==> config.mk <==
export PLATFORM = sky130hd
export DESIGN_NAME = mhs_mod_unit
export DESIGN_NICKNAME = d
export VERILOG_FILES = /design/src/sv/mhs_pkg.sv /design/src/sv/mhs_mod_unit.sv
export SDC_FILE = /design/constraint.sdc
export NUM_CORES = 1
export LEC_CHECK = 0
export BUFFER_PORTS_ARGS = -buffer_cell sky130_fd_sc_hd__buf_2
export CORE_ASPECT_RATIO = 0.75
export CORE_MARGIN = 2
export CORE_UTILIZATION = 56
export CTS_CLUSTER_DIAMETER = 200
export DETAILED_ROUTE_END_ITERATION = 16
export GPL_TIMING_DRIVEN = 0
export PLACE_DENSITY = 0.79
export RECOVER_POWER = 50
export SYNTH_ARGS = -nofsm -noshare
export SYNTH_HDL_FRONTEND = slang
export SYNTH_SLANG_ARGS = --single-unit
export TNS_END_PERCENT = 10
==> constraint.sdc <==
create_clock -name clock -period 14.67 [get_ports clock]
set_input_delay 1.467 -clock clock [delete_from_list [all_inputs] [get_ports clock]]
set_output_delay 1.467 -clock clock [all_outputs]
set_load 0.01 [all_outputs]
==> src/sv/mhs_pkg.sv <==
// Shared constants, register codes and item types for the multipath hash selector.
`timescale 1ns / 1ps

package mhs_pkg;

   // Path table limits and field widths.
   localparam int MAX_PATHS       = 16;
   localparam int COUNT_WIDTH     = 5;
   localparam int INDEX_WIDTH     = 4;
   localparam int HASH_WIDTH      = 64;
   localparam int CSR_INDEX_WIDTH = 2;
   localparam int CSR_DATA_WIDTH  = 64;
   localparam int MODE_WIDTH      = 2;

   // Hash chain length and the mixing constants of splitmix64.
   localparam int          CHAIN_LENGTH = 7;
   localparam logic [63:0] GOLDEN_INC   = 64'h9e3779b97f4a7c15;
   localparam logic [63:0] MIX_MUL_A    = 64'hbf58476d1ce4e5b9;
   localparam logic [63:0] MIX_MUL_B    = 64'h94d049bb133111eb;
   localparam logic [63:0] CHOICE_TAG   = 64'h0000004b53430001;

   // Remainder pipeline: digits of the dividend reduced per stage.
   localparam int MOD_DIGIT_WIDTH      = 4;
   localparam int MOD_DIGITS_PER_STAGE = 2;
   localparam int MOD_STAGES = HASH_WIDTH / (MOD_DIGIT_WIDTH * MOD_DIGITS_PER_STAGE);

   // Configuration register indexes.
   localparam logic [CSR_INDEX_WIDTH-1:0] CSR_HASH_SEED   = 2'd0;
   localparam logic [CSR_INDEX_WIDTH-1:0] CSR_SELECT_MODE = 2'd1;

   // Selection modes; the unused code behaves as per-flow hash.
   localparam logic [MODE_WIDTH-1:0] MODE_ROUND_ROBIN = 2'd0;
   localparam logic [MODE_WIDTH-1:0] MODE_PACKET_HASH = 2'd1;
   localparam logic [MODE_WIDTH-1:0] MODE_FLOW_HASH   = 2'd2;

   // Item fields that travel alongside the hash through the pipeline.
   typedef struct packed {
      logic [15:0]            source_node;
      logic [11:0]            dest_group;
      logic [31:0]            flow_number;
      logic [31:0]            route_tag;
      logic [31:0]            packet_number;
      logic [31:0]            round_robin_count;
      logic [COUNT_WIDTH-1:0] divisor;
      logic                   use_round_robin;
      logic                   no_path;
   } side_type;

endpackage

==> src/sv/mhs_mod_unit.sv <==
// Pipelined remainder of a 64-bit value by a path count of one to sixteen.
`timescale 1ns / 1ps

module mhs_mod_unit (
   input  logic                              clock,
   input  logic                              reset,
   input  logic                              advance,
   input  logic                              in_valid,
   input  logic [mhs_pkg::HASH_WIDTH-1:0]    dividend_in,
   input  mhs_pkg::side_type                 side_in,
   output logic                              out_valid,
   output logic [mhs_pkg::INDEX_WIDTH-1:0]   path_index,
   output logic                              no_path
);

   localparam int STEP_WIDTH  = mhs_pkg::INDEX_WIDTH + mhs_pkg::MOD_DIGIT_WIDTH + 1;
   localparam int STAGE_WIDTH = mhs_pkg::MOD_DIGIT_WIDTH * mhs_pkg::MOD_DIGITS_PER_STAGE;

   // One digit of restoring reduction: (rem * radix + digit) mod divisor, rem < divisor.
   function automatic logic [mhs_pkg::INDEX_WIDTH-1:0] mod_step(
      input logic [mhs_pkg::INDEX_WIDTH-1:0]     rem,
      input logic [mhs_pkg::MOD_DIGIT_WIDTH-1:0] digit,
      input logic [mhs_pkg::COUNT_WIDTH-1:0]     divisor
   );
      logic [STEP_WIDTH-1:0] partial;
      logic [STEP_WIDTH-1:0] shifted;
      partial = {1'b0, rem, digit};
      for (int s = mhs_pkg::MOD_DIGIT_WIDTH - 1; s >= 0; s--) begin
         shifted = STEP_WIDTH'(divisor) << s;
         if (partial >= shifted) begin
            partial = partial - shifted;
         end
      end
      return partial[mhs_pkg::INDEX_WIDTH-1:0];
   endfunction

   logic                                 valid_ff    [mhs_pkg::MOD_STAGES];
   logic [mhs_pkg::INDEX_WIDTH-1:0]      rem_ff      [mhs_pkg::MOD_STAGES];
   logic [mhs_pkg::INDEX_WIDTH-1:0]      rem_in      [mhs_pkg::MOD_STAGES];
   logic [mhs_pkg::HASH_WIDTH-1:0]       dividend_ff [mhs_pkg::MOD_STAGES];
   logic [mhs_pkg::COUNT_WIDTH-1:0]      divisor_ff  [mhs_pkg::MOD_STAGES];
   logic                                 no_path_ff  [mhs_pkg::MOD_STAGES];

   // Sources of each stage: the unit inputs for the first, the previous stage otherwise.
   logic                                 src_valid    [mhs_pkg::MOD_STAGES];
   logic [mhs_pkg::INDEX_WIDTH-1:0]      src_rem      [mhs_pkg::MOD_STAGES];
   logic [mhs_pkg::HASH_WIDTH-1:0]       src_dividend [mhs_pkg::MOD_STAGES];
   logic [mhs_pkg::COUNT_WIDTH-1:0]      src_divisor  [mhs_pkg::MOD_STAGES];
   logic                                 src_no_path  [mhs_pkg::MOD_STAGES];

   assign src_valid[0]    = in_valid;
   assign src_rem[0]      = '0;
   assign src_dividend[0] = dividend_in;
   assign src_divisor[0]  = side_in.divisor;
   assign src_no_path[0]  = side_in.no_path;

   for (genvar j = 0; j < mhs_pkg::MOD_STAGES; j++) begin : g_stage
      if (j > 0) begin : g_link
         assign src_valid[j]    = valid_ff[j-1];
         assign src_rem[j]      = rem_ff[j-1];
         assign src_dividend[j] = dividend_ff[j-1];
         assign src_divisor[j]  = divisor_ff[j-1];
         assign src_no_path[j]  = no_path_ff[j-1];
      end

      // Reduce this stage's digits, most significant first.
      always_comb begin
         logic [mhs_pkg::INDEX_WIDTH-1:0] acc;
         acc = src_rem[j];
         for (int d = 0; d < mhs_pkg::MOD_DIGITS_PER_STAGE; d++) begin
            acc = mod_step(acc,
               src_dividend[j][mhs_pkg::HASH_WIDTH - 1 - j * STAGE_WIDTH
                               - d * mhs_pkg::MOD_DIGIT_WIDTH -: mhs_pkg::MOD_DIGIT_WIDTH],
               src_divisor[j]);
         end
         rem_in[j] = acc;
      end

      always_ff @(posedge clock) begin
         if (reset) begin
            valid_ff[j] <= 1'b0;
         end else if (advance) begin
            valid_ff[j] <= src_valid[j];
         end
      end

      always_ff @(posedge clock) begin
         if (advance) begin
            rem_ff[j]      <= rem_in[j];
            dividend_ff[j] <= src_dividend[j];
            divisor_ff[j]  <= src_divisor[j];
            no_path_ff[j]  <= src_no_path[j];
         end
      end
   end

   assign out_valid  = valid_ff[mhs_pkg::MOD_STAGES-1];
   assign path_index = rem_ff[mhs_pkg::MOD_STAGES-1];
   assign no_path    = no_path_ff[mhs_pkg::MOD_STAGES-1];

`ifndef SYNTHESIS
   // The remainder always lies below its divisor.
   assert property (@(posedge clock) disable iff (reset)
      out_valid |-> ({1'b0, path_index} < divisor_ff[mhs_pkg::MOD_STAGES-1]))
      else $error("remainder not below the path count");

   // An item without paths divides by one and so leaves index zero.
   assert property (@(posedge clock) disable iff (reset)
      (out_valid && no_path) |-> (path_index == '0))
      else $error("no-path item carries a nonzero index");

   // Entering items never carry a zero divisor.
   assert property (@(posedge clock) disable iff (reset)
      (in_valid && advance) |-> (side_in.divisor != '0))
      else $error("zero divisor entered the remainder pipeline");
`endif

endmodule

==> Word-level counts from Yosys, hierarchy flattened <==
Memory sizes are Yosys's and may differ from the RTL's.
Index checks and enable logic that the tools add are counted.
{ "word_totals": {"regBits": 0, "ramBits": 600, "in_bits": 231, "output_inout_bits": 6, "elab_cells": 219, "n_memories": 5} }
{ "memory_table": {"columns": ["memory", "depth", "word_bits", "rd", "rd_ports_with_merged_regs", "wr", "line_no", "text"], "rows": [
  ["dividend_ff", 8, 64, 7, 0, 8, "mhs_mod_unit.sv:40", "logic [mhs_pkg::HASH_WIDTH-1:0] dividend_ff [mhs_pkg::MOD_STAGES];"],
  ["divisor_ff", 8, 5, 7, 0, 8, "mhs_mod_unit.sv:41", "logic [mhs_pkg::COUNT_WIDTH-1:0] divisor_ff [mhs_pkg::MOD_STAGES];"],
  ["rem_ff", 8, 4, 8, 0, 8, "mhs_mod_unit.sv:38", "logic [mhs_pkg::INDEX_WIDTH-1:0] rem_ff [mhs_pkg::MOD_STAGES];"],
  ["no_path_ff", 8, 1, 8, 0, 8, "mhs_mod_unit.sv:42", "logic no_path_ff [mhs_pkg::MOD_STAGES];"],
  ["valid_ff", 8, 1, 8, 0, 8, "mhs_mod_unit.sv:37", "logic valid_ff [mhs_pkg::MOD_STAGES];"]
]} }
{ "classes": {"add_sub_neg": 64, "order_cmp": 64, "mux": 78, "bitwise": 8} }
{ "op_table": {"columns": ["operator", "count"], "rows": [
  ["9-bit two-way mux", 48],
  ["9-bit by 5-bit greater-or-equal comparator with 1-bit output", 16],
  ["9-bit by 6-bit greater-or-equal comparator with 1-bit output", 16],
  ["9-bit by 7-bit greater-or-equal comparator with 1-bit output", 16],
  ["9-bit by 6-bit subtractor with 9-bit output", 16],
  ["9-bit by 7-bit subtractor with 9-bit output", 16],
  ["8-bit by 8-bit subtractor with 9-bit output", 15],
  ["8-bit greater-or-equal comparator", 15],
  ["4-bit two-way mux", 16],
  ["4-bit subtractor", 16],
  ["1-bit two-way mux", 14],
  ["4-bit by 8-bit subtractor with 9-bit output", 1],
  ["4-bit by 8-bit greater-or-equal comparator with 1-bit output", 1],
  ["1-bit OR", 8]
]} }

==> Longest topological paths before layout <==
Gate-level depths: netlist (run 1).
An unclocked memory read counts as a cell.
{ "depth": {"depth_word": 17, "ltp_mapped": 77, "depth_no_buf": 76} }

==> Worst setup path before layout (run 1) <==
No wires, ideal clock.
{ "synth_timing": {"path_type": "flip-flop to flip-flop", "from": "memory divisor_ff[5][1] (netlist name)", "to": "memory rem_ff[1][10] (netlist name), data pin", "setup_ps": 260, "t_arrival_ps": 15258, "required_ps": 14410, "slack_ps": -849, "stages_incl_launch_ff": 74, "path_buffers": 3, "path_cell_list": "edfxtp_1 -> inv_1 -> fa_1 -> a211oi_2 -> nor3_1 -> or3_1 -> buf_2 -> o21ai_0 -> inv_1 -> ha_1 -> nor2b_1 -> o31a_1 -> o31a_1 -> a211oi_1 -> mux2i_1 -> fa_1 -> a21o_1 -> a21oi_1 -> [38 not listed] -> fa_1 -> nor2b_1 -> o21ai_0 -> nand2b_1 -> o21ai_0 -> nand2b_1 -> nor3_1 -> a32oi_2 -> nor2_1 -> a21oi_1 -> ha_1 -> a21o_1 -> a21o_1 -> a31o_2 -> a21oi_1 -> nor2b_1 -> a311oi_4 -> mux2_4"} }
{ "synth_rtl": {"columns": ["element", "line_no"], "rows": [
  ["start, declared", "mhs_mod_unit.sv:41"],
  ["end, declared", "mhs_mod_unit.sv:38"]
]} }

==> results of run 1 <==
## cell usage after synthesis, types with 6 or more instances
cell type  number
a2111oi_0       6
a221oi_1        6
a211o_1        12
and4_1         12
ha_1          317
nor3_1         36
a21boi_0       20
nor2_1        126
xnor2_1        84
mux2_2         93
o211ai_1       19
a21o_1        100
and3_1         15
xor2_1         65
nand2_1       119
nand2b_1       75
a21oi_1       172
a31oi_1         9
nand4_1        32
fa_1           63
o31a_1         16
mux2_4          6
a31o_2          7
nor3b_1        10
nor4b_1         7
and2_1         31
nor4_1          8
o211a_1         6
o21a_1         30
mux2i_1        76
nand3b_1        6
o31ai_1        10
o21bai_1        8
nand3_1        38
inv_1         253
a211oi_1       20
or3_1          11
clkbuf_1        8
nor2b_1        87
or2_2          16
a22oi_1         6
o21ai_0       176
edfxtp_1      307
## cell type report
type                       instances  area [sq um]
buffer                            11         100.1
clock buffer                      43         927.1
clock inverter                    19         210.2
fill                            3361         14840
inverter                         253          1036
multi-input combinational       2058         18350
sequential                       307          9219
tap                              639         799.5
timing repair buffer             291          2006
## final timing paths
path,slack [ns],cells past startpoint,end
max,0.06,69,rem_ff[1][3]
min,0.41,0,dividend_ff[6][4]
max reg2reg,0.06,69,rem_ff[1][3]
min reg2reg,0.41,0,dividend_ff[6][4]
## state kept, by name (all words and copies together) (netlist names)
register and cells:
dividend_ff 224, divisor_ff 35, no_path_ff 8, rem_ff 32, valid_ff 8
## repair_timing
item                                   4_1_cts  5_1_grt
buffers inserted                            75      135
setup endpoints to repair                   32       32
pin swaps                                   26      110
resized for setup                          154      240
endpoints found under the hold margin        0        0
## layout by cell type (no fill, tap or decap), drive strengths merged, types with 11 or more instances in the layout
master	Yosys	routed
and4	12	12
or2	16	16
mux2	99	99
nor2b	87	87
xnor2	84	84
inv	253	235
a211oi	22	22
nor3	39	39
a21o	100	100
fa	63	63
o21a	30	30
nand2	120	120
a21oi	173	173
clkinvlp	0	28
a211o	12	12
o31ai	12	12
and3	15	15
xor2	65	65
mux2i	77	77
nand3	38	38
a21boi	20	20
or3	11	11
nor2	126	126
edfxtp	307	307
and2	31	31
ha	317	317
clkbuf	9	67
o31a	16	16
buf	9	278
nand2b	75	75
nand4	33	33
o21ai	179	179
o211ai	20	20
## routing by layer
layer / part of all wire / track usage / vias to the layer above / wire length (microns)
li1: - / - / 10460 / -
met1: 0.43 / 0.3195 / 10660 / 28790
met2: 0.49 / 0.4078 / 688 / 32520
met3: 0.052 / 0.03124 / 162 / 3427
met4: 0.026 / 0.07579 / 4 / 1759
met5: 0.00035 / 0 / - / 23
## cell families (layout without fill, tap and decap cells)
| family | count (synthesis) | in the layout | synth area share |
|---|---|---|---|
| adder cells (fa/ha/maj) | 382 | 382 | 0.1946 |
| buffers and inverters | 271 | 617 | 0.03852 |
| AND/OR/NAND/NOR | 651 | 651 | 0.1304 |
| flip-flops | 307 | 307 | 0.3419 |
| XOR/XNOR | 149 | 149 | 0.04840 |
| multiplexers | 176 | 176 | 0.07091 |
| AO/OA/AOI/OAI | 700 | 700 | 0.1752 |
## worst max-delay path: cells and delay by family (launching register included)
kind | cells | cell delay (ns)
mux | 5 | 1.48
buf+inv | 10 | 1.08
simple gates | 16 | 2.69
compound gates | 29 | 6.19
flops | 1 | 0.42
fa+ha+maj | 9 | 2.44
## stage by stage
step           utilization  hold slack (ns)
2_1_floorplan            -           0.4003
3_5_place_dp        0.5956           0.4045
3_3_place_gp        0.5942           0.4005
6_report            0.6875           0.4141
4_1_cts             0.6430           0.4162
5_1_grt             0.6875           0.4170
==> flow_summary.json, run 1 <==
{
  "status": "complete, but fails checks",
  "violations": "max-capacitance violations, max-slew violations",
  "n_antenna_cell": 0,
  "drc": 0,
  "clk_latency_ns": 0.56,
  "crit_fanout": 7,
  "crit_slowest_cell": "a2111oi_4",
  "worstMarginPinSlew_ns": 5.341,
  "grt_setup_unrepaired": "yes",
  "start_kind": "flop",
  "slowest_delay_ns": 0.49,
  "hold_path_class": "flop to flop",
  "final_area_sq_um": 32650,
  "grt_overflow": 0,
  "worstSetupEndpointType": "flop",
  "crit_arrival_ns": 14.90,
  "maxSlewHeadroom": -2.561,
  "hold_viol": 0,
  "wl_per_cell_microns": 18.37,
  "synth.top_cell.area_share": 0.3419,
  "ys.flop_type": "edfxtp_1",
  "hp-start": "dividend_ff[5][4]",
  "syn2layout_area_growth_pct": 21.08,
  "post-route-period-util": 0.9959,
  "finalCriticalPeriod_ns": 14.61,
  "synth-edff-count": 307,
  "clkSlewWorstSetupHoldPaths_ns": 0.06,
  "grt_usage": 0.2400,
  "htree_levels": 2,
  "finClkSkew_ns": 0.02124,
  "crit-reg2reg-launch": "dividend_ff[3][31]",
  "grt_max_degree": 110,
  "pre_cts_ws_ns": -2.705,
  "yosysTopAreaCell": "edfxtp_1",
  "dr.pass1.iters": 6,
  "worstSetupPathType": "flop to flop",
  "synthCells": 2636,
  "final_cells": 3621,
  "place.gp.congestion": 0.9073,
  "grt_pass1_wl_microns": 100600,
  "dpl.cell_count": 3356,
  "die_h_microns": 194.0,
  "clk_root_buffer_cell": "clkbuf_16",
  "antenna_found_initial": 2,
  "drive_above_1_share": 0.2505,
  "worst_slack_ns": 0.06049,
  "drt-vias-per-instance": 6.066,
  "required_ns": 14.96,
  "critPathLaunch": "dividend_ff[3][31]",
  "clock_sinks": 307,
  "clockBufferDepth": 3,
  "yosysUniqueCellTypes": 99,
  "setup_viol": 0,
  "yosysSeqAreaShare": 0.3419,
  "nNetsFinal": 3568,
  "cts_tree": "built",
  "ios": 237,
  "numPortBuffers": 79,
  "async_flop_share": 0,
  "initial_core_util": 0.5678,
  "dp_hpwl_microns": 44200,
  "synth_warnings": 0,
  "path_common_cell": "a21o_1",
  "wl_microns": 66520,
  "synth-seq-cells": 307,
  "placed_cell_area_sq_um": 28280,
  "die_x_microns": 257.4,
  "synth.area.top_cells": "edfxtp_1 (34%), ha_1 (15%), fa_1 (4.7%)",
  "vias": 21970,
  "postSynthAreaPerCell_sq_um": 10.23,
  "drv_slew": 102,
  "dieArea_sq_um": 49940,
  "ant_nets": 0,
  "drt_iter0_drc": 1796,
  "syn_nets": 3247,
  "fmax_ghz": 0.06845,
  "ctsHoldBuffers": 0,
  "rows": 69,
  "cts_buffers": 35,
  "drv_cap": 1,
  "synth_area_sq_um": 26960,
  "final.setup.tns_ns": 0,
  "first_global_vias": 21040,
  "coreArea_sq_um": 47480
}
Power of run 1 is left out: the tool's default activity adds up to more than one toggle a clock period on the data nets, which glitch-free logic cannot reach.
==> run 2: changes to the inputs <==
--- a/config.mk
+++ b/config.mk
@@ -14,6 +14,8 @@
 export GPL_TIMING_DRIVEN = 0
 export PLACE_DENSITY = 0.79
 export RECOVER_POWER = 50
+export SETUP_SLACK_MARGIN = 0.5
+export SLEW_MARGIN = 10
 export SYNTH_ARGS = -nofsm -noshare
 export SYNTH_HDL_FRONTEND = slang
 export SYNTH_SLANG_ARGS = --single-unit
==> run 2 against run 1 <==
The run ends with max-capacitance violations, max-slew violations, negative setup slack left. Setup slack worse by 0.23 ns. Sequential share of layout area shrank 0.76 points. Utilization up 1.9 points. Design area rose by 2.8%. Worst hold slack got worse by 0.0073 ns. Critical path depth up 4. Die area is the same.
==> flow_summary.json, run 2 (synthesized netlist as in run 1, its figures left out) <==
{
  "final.setup.tns_ns": -0.5273,
  "worstSetupEndpointType": "flop",
  "clk_root_buffer_cell": "clkbuf_16",
  "hold_viol": 0,
  "worstMarginPinSlew_ns": 4.067,
  "post-route-period-util": 1.012,
  "grt_pass1_wl_microns": 104300,
  "clock_sinks": 307,
  "grt_overflow": 0,
  "wl_per_cell_microns": 19.31,
  "status": "complete, but fails checks",
  "hp-start": "dividend_ff[0][46]",
  "regArea_sq_um": 9219,
  "required_ns": 15.04,
  "cts_tree": "built",
  "crit_arrival_ns": 15.22,
  "crit_fanout": 8,
  "slowest_delay_ns": 0.50,
  "finClkSkew_ns": 0.03458,
  "vias": 22820,
  "first_global_vias": 21880,
  "crit-reg2reg-launch": "dividend_ff[5][15]",
  "grt_setup_unrepaired": "yes",
  "clockBufferDepth": 3,
  "cts_buffers": 36,
  "dieArea_sq_um": 49940,
  "ctsHoldBuffers": 0,
  "wl_microns": 71320,
  "place.gp.congestion": 0.9222,
  "critPathLaunch": "dividend_ff[5][15]",
  "grt_max_degree": 126,
  "path_common_cell": "a21o_1",
  "maxSlewHeadroom": -1.711,
  "drv_slew": 76,
  "htree_levels": 2,
  "fmax_ghz": 0.06737,
  "worst_slack_ns": -0.1741,
  "clk_latency_ns": 0.57,
  "violations": "max-capacitance violations, max-slew violations, negative setup slack",
  "worstSetupPathType": "flop to flop",
  "dp_hpwl_microns": 44500,
  "drv_cap": 1,
  "drive_above_1_share": 0.2803,
  "layout_common_cells": "edfxtp_1 (307), ha_1 (276), buf_4 (259)",
  "rows": 69,
  "top_regs": "dividend_ff x224, divisor_ff x35, rem_ff x32",
  "start_kind": "flop",
  "syn2layout_area_growth_pct": 24.43,
  "nNetsFinal": 3641,
  "ios": 237,
  "grt_usage": 0.2497,
  "ant_nets": 0,
  "coreArea_sq_um": 47480,
  "die_h_microns": 194.0,
  "initial_core_util": 0.5678,
  "drt-vias-per-instance": 6.178,
  "pre_cts_ws_ns": -2.149,
  "hold_path_class": "flop to flop",
  "drt_iter0_drc": 2134,
  "multi_input_area_sq_um": 18730,
  "antenna_found_initial": 2,
  "final_common_cell": "edfxtp_1",
  "die_x_microns": 257.4,
  "dr.pass1.iters": 6,
  "largest_register": "dividend_ff",
  "finalCriticalPeriod_ns": 14.84,
  "crit_slowest_cell": "or4_1",
  "drc": 0,
  "fillers": 3142,
  "setup_viol": 4,
  "numPortBuffers": 79,
  "largest_reg_flops": 224,
  "clkSlewWorstSetupHoldPaths_ns": 0.06
}
==> run 2: changes by cell type in the layout (fill, tap and decap cells not counted), sizes merged <==
cell / change
buf: +70
bufinv: -2
clkbuf: +2
clkinv: +6
diode: +1
inv: -4
==> run 2: final timing paths <==
check / slack [ns] / cells after the start / to
max: -0.17 / 73 / rem_ff[1][8]
min: 0.41 / 0 / dividend_ff[1][46]
max reg2reg: -0.17 / 73 / rem_ff[1][8]
min reg2reg: 0.41 / 0 / dividend_ff[1][46]
==> run 2: area by class of cell <==
type | instances | area share
clock inverters | 19 | 0.004401
well taps | 639 | 0.02383
flip-flops and latches | 307 | 0.2748
plain buffers | 18 | 0.005184
repair buffers | 356 | 0.07477
multi-input cells | 2058 | 0.5583
clock buffers | 43 | 0.02763
diodes | 1 | 0.00007459
inverters | 253 | 0.03099
==> run 2: routing by layer <==
layer | share of wire | GRT usage | routed length (microns)
met1 | 0.42 | 0.3294 | 29640
met2 | 0.49 | 0.4241 | 34970
met3 | 0.058 | 0.03268 | 4161
met4 | 0.035 | 0.08671 | 2530
met5 | 0.00017 | 0 | 12
==> run 2: timing repair <==
item / in CTS / in global routing
pin swaps: 75 / 154
setup buffers: 124 / 151
gates resized for setup: 219 / 243
setup endpoints to repair: 32 / 32
cloned: 0 / 0
==> run 2: through the flow <==
| step | utilization | cells | cell area [sq um] | hold WS, ns |
|---|---|---|---|---|
| floorplan | - | 2636 | 27140 | 0.4003 |
| global placement | 0.5967 | 3354 | 28330 | 0.4005 |
| detailed placement | 0.5981 | 3356 | 28400 | 0.4045 |
| CTS | 0.6607 | 3542 | 31370 | 0.4081 |
| global route | 0.7066 | 3694 | 33550 | 0.4103 |
| finish | 0.7066 | 3694 | 33550 | 0.4068 |
==> run 2: critical path, delay by kind of cell, from the launching register on <==
kind / cells / cell delay (ns)
simple gates: 18 / 2.86
mux: 7 / 2.17
buf+inv: 11 / 1.48
flops: 1 / 0.39
compound gates: 28 / 5.30
fa+ha+maj: 9 / 2.44
Power of run 2 is left out for the same reason.
==> run 3: changes to the inputs <==
--- a/config.mk
+++ b/config.mk
@@ -13,7 +13,6 @@
 export DETAILED_ROUTE_END_ITERATION = 16
 export GPL_TIMING_DRIVEN = 0
 export PLACE_DENSITY = 0.79
-export RECOVER_POWER = 50
 export SETUP_SLACK_MARGIN = 0.5
 export SLEW_MARGIN = 10
 export SYNTH_ARGS = -nofsm -noshare
==> run 3 against run 2 <==
The run ends with negative setup slack left. Clock skew barely moved. Utilization rose by 0.14 points. Count of clock-buffer cells in the layout did not move. Design area rose by 0.20%. Sequential cell count did not move. Via count fell by 0.18%. Die area did not move. Worst hold slack got worse by 0.00051 ns. Final cell count did not move. First-iteration DRC count rose by 2.5%. Non-clock buffer count did not move. Sequential share of layout area fell by 0.055 points. Critical endpoint unchanged. Highest routed layer unchanged.
==> flow_summary.json, run 3 (synthesized netlist as in run 1, its figures left out) <==
{
  "grt_pass1_wl_microns": 104300,
  "first_global_vias": 21880,
  "die_h_microns": 194.0,
  "numPortBuffers": 79,
  "ios": 237,
  "initial_core_util": 0.5678,
  "r2r_setup_slack_ns": -0.17,
  "whs_path_depth": 0,
  "layout_common_cells": "edfxtp_1 (307), ha_1 (276), buf_4 (273)",
  "clock_sinks": 307,
  "setup_viol": 4,
  "dr.pass1.iters": 6,
  "drive_above_1_share": 0.2875,
  "path_common_cell": "a21o_1",
  "drv_slew": 0,
  "largest_reg_flops": 224,
  "finalCriticalPeriod_ns": 14.84,
  "clk_root_buffer_cell": "clkbuf_16",
  "ff2ff_path_depth": 73,
  "final_common_cell": "edfxtp_1",
  "drt_iter0_drc": 2187,
  "cts_tree": "built",
  "required_ns": 15.04,
  "drv_cap": 0,
  "status": "complete, but fails checks",
  "worstMarginPinSlew_ns": 1.400,
  "syn2layout_area_growth_pct": 24.68,
  "place.gp.congestion": 0.9222,
  "dieArea_sq_um": 49940,
  "grt_setup_unrepaired": "yes",
  "clockBufferDepth": 3,
  "start_kind": "flop",
  "nNetsFinal": 3641,
  "ant_nets": 0,
  "worstSetupPathType": "flop to flop",
  "post-route-period-util": 1.012,
  "grt_usage": 0.2497,
  "wl_microns": 71560,
  "crit_fanout": 8,
  "hold_path_class": "flop to flop",
  "grt_max_degree": 126,
  "drt-vias-per-instance": 6.166,
  "maxSlewHeadroom": 0.04222,
  "coreArea_sq_um": 47480,
  "grt_overflow": 0,
  "largest_register": "dividend_ff",
  "clkSlewWorstSetupHoldPaths_ns": 0.06,
  "vias": 22780,
  "top_regs": "dividend_ff x224, divisor_ff x35, rem_ff x32",
  "fillers": 3119,
  "clk_latency_ns": 0.57,
  "htree_levels": 2,
  "cts_buffers": 36,
  "final.setup.tns_ns": -0.5165,
  "hold_viol": 0,
  "wl_per_cell_microns": 19.37,
  "rows": 69,
  "worstSetupEndpointType": "flop",
  "drc": 0,
  "violations": "negative setup slack",
  "hold_ws_ns": 0.4063,
  "antenna_found_initial": 2,
  "worst_slack_ns": -0.1745,
  "crit_arrival_ns": 15.22,
  "finClkSkew_ns": 0.03457,
  "fmax_ghz": 0.06737,
  "die_x_microns": 257.4,
  "dp_hpwl_microns": 44500,
  "crit_slowest_cell": "or4_1",
  "slowest_delay_ns": 0.50
}
## run 3: path summary, 6_finish.rpt
kind                            from                 end
hold reg to reg   dividend_ff[0][46]  dividend_ff[1][46]
setup / recovery  dividend_ff[5][15]        rem_ff[1][8]
setup reg to reg  dividend_ff[5][15]        rem_ff[1][8]
hold / removal    dividend_ff[0][46]  dividend_ff[1][46]
## run 3: stage by stage
stage          std cells  cell area, sq um  utilization  setup slack, ns
6_report            3694             33620       0.7080          -0.1745
2_1_floorplan       2636             27140            -           0.4630
5_1_grt             3694             33620       0.7080          -0.5214
3_5_place_dp        3356             28400       0.5981           -2.149
4_1_cts             3542             31370       0.6607           0.4185
3_3_place_gp        3354             28330       0.5967           -1.575
## run 3: what timing repair did
action                     4_1_cts  5_1_grt
setup endpoints to repair       32       32
hold buffers                     0        0
pin swaps                       75      154
gates cloned                     0        0
resized for setup              219      243
setup buffers                  124      151
## run 3: final cells by class
type,instances,area (sq um),share of cell area
repair buffers,356,2576,0.07663
plain buffers,18,173.9,0.005173
clock buffers,43,927.1,0.02758
multi-input cells,2058,18730,0.5572
flip-flops and latches,307,9219,0.2742
well taps,639,799.5,0.02378
clock inverters,19,147.6,0.004392
inverters,253,1040,0.03093
diodes,1,2.502,0.00007444
## run 3: per-layer routing
metal	GRT usage	share of wire
met1	0.3294	0.41
met4	0.08671	0.035
met2	0.4241	0.49
met3	0.03268	0.062
met5	0	0.00017
## run 3: critical path, delay by kind of cell, from the launching register on
kind / cells / cell delay [ns]
flops: 1 / 0.39
buf+inv: 11 / 1.49
compound gates: 28 / 5.30
mux: 7 / 2.18
simple gates: 18 / 2.87
fa+ha+maj: 9 / 2.43
Power of run 3 is left out for the same reason.
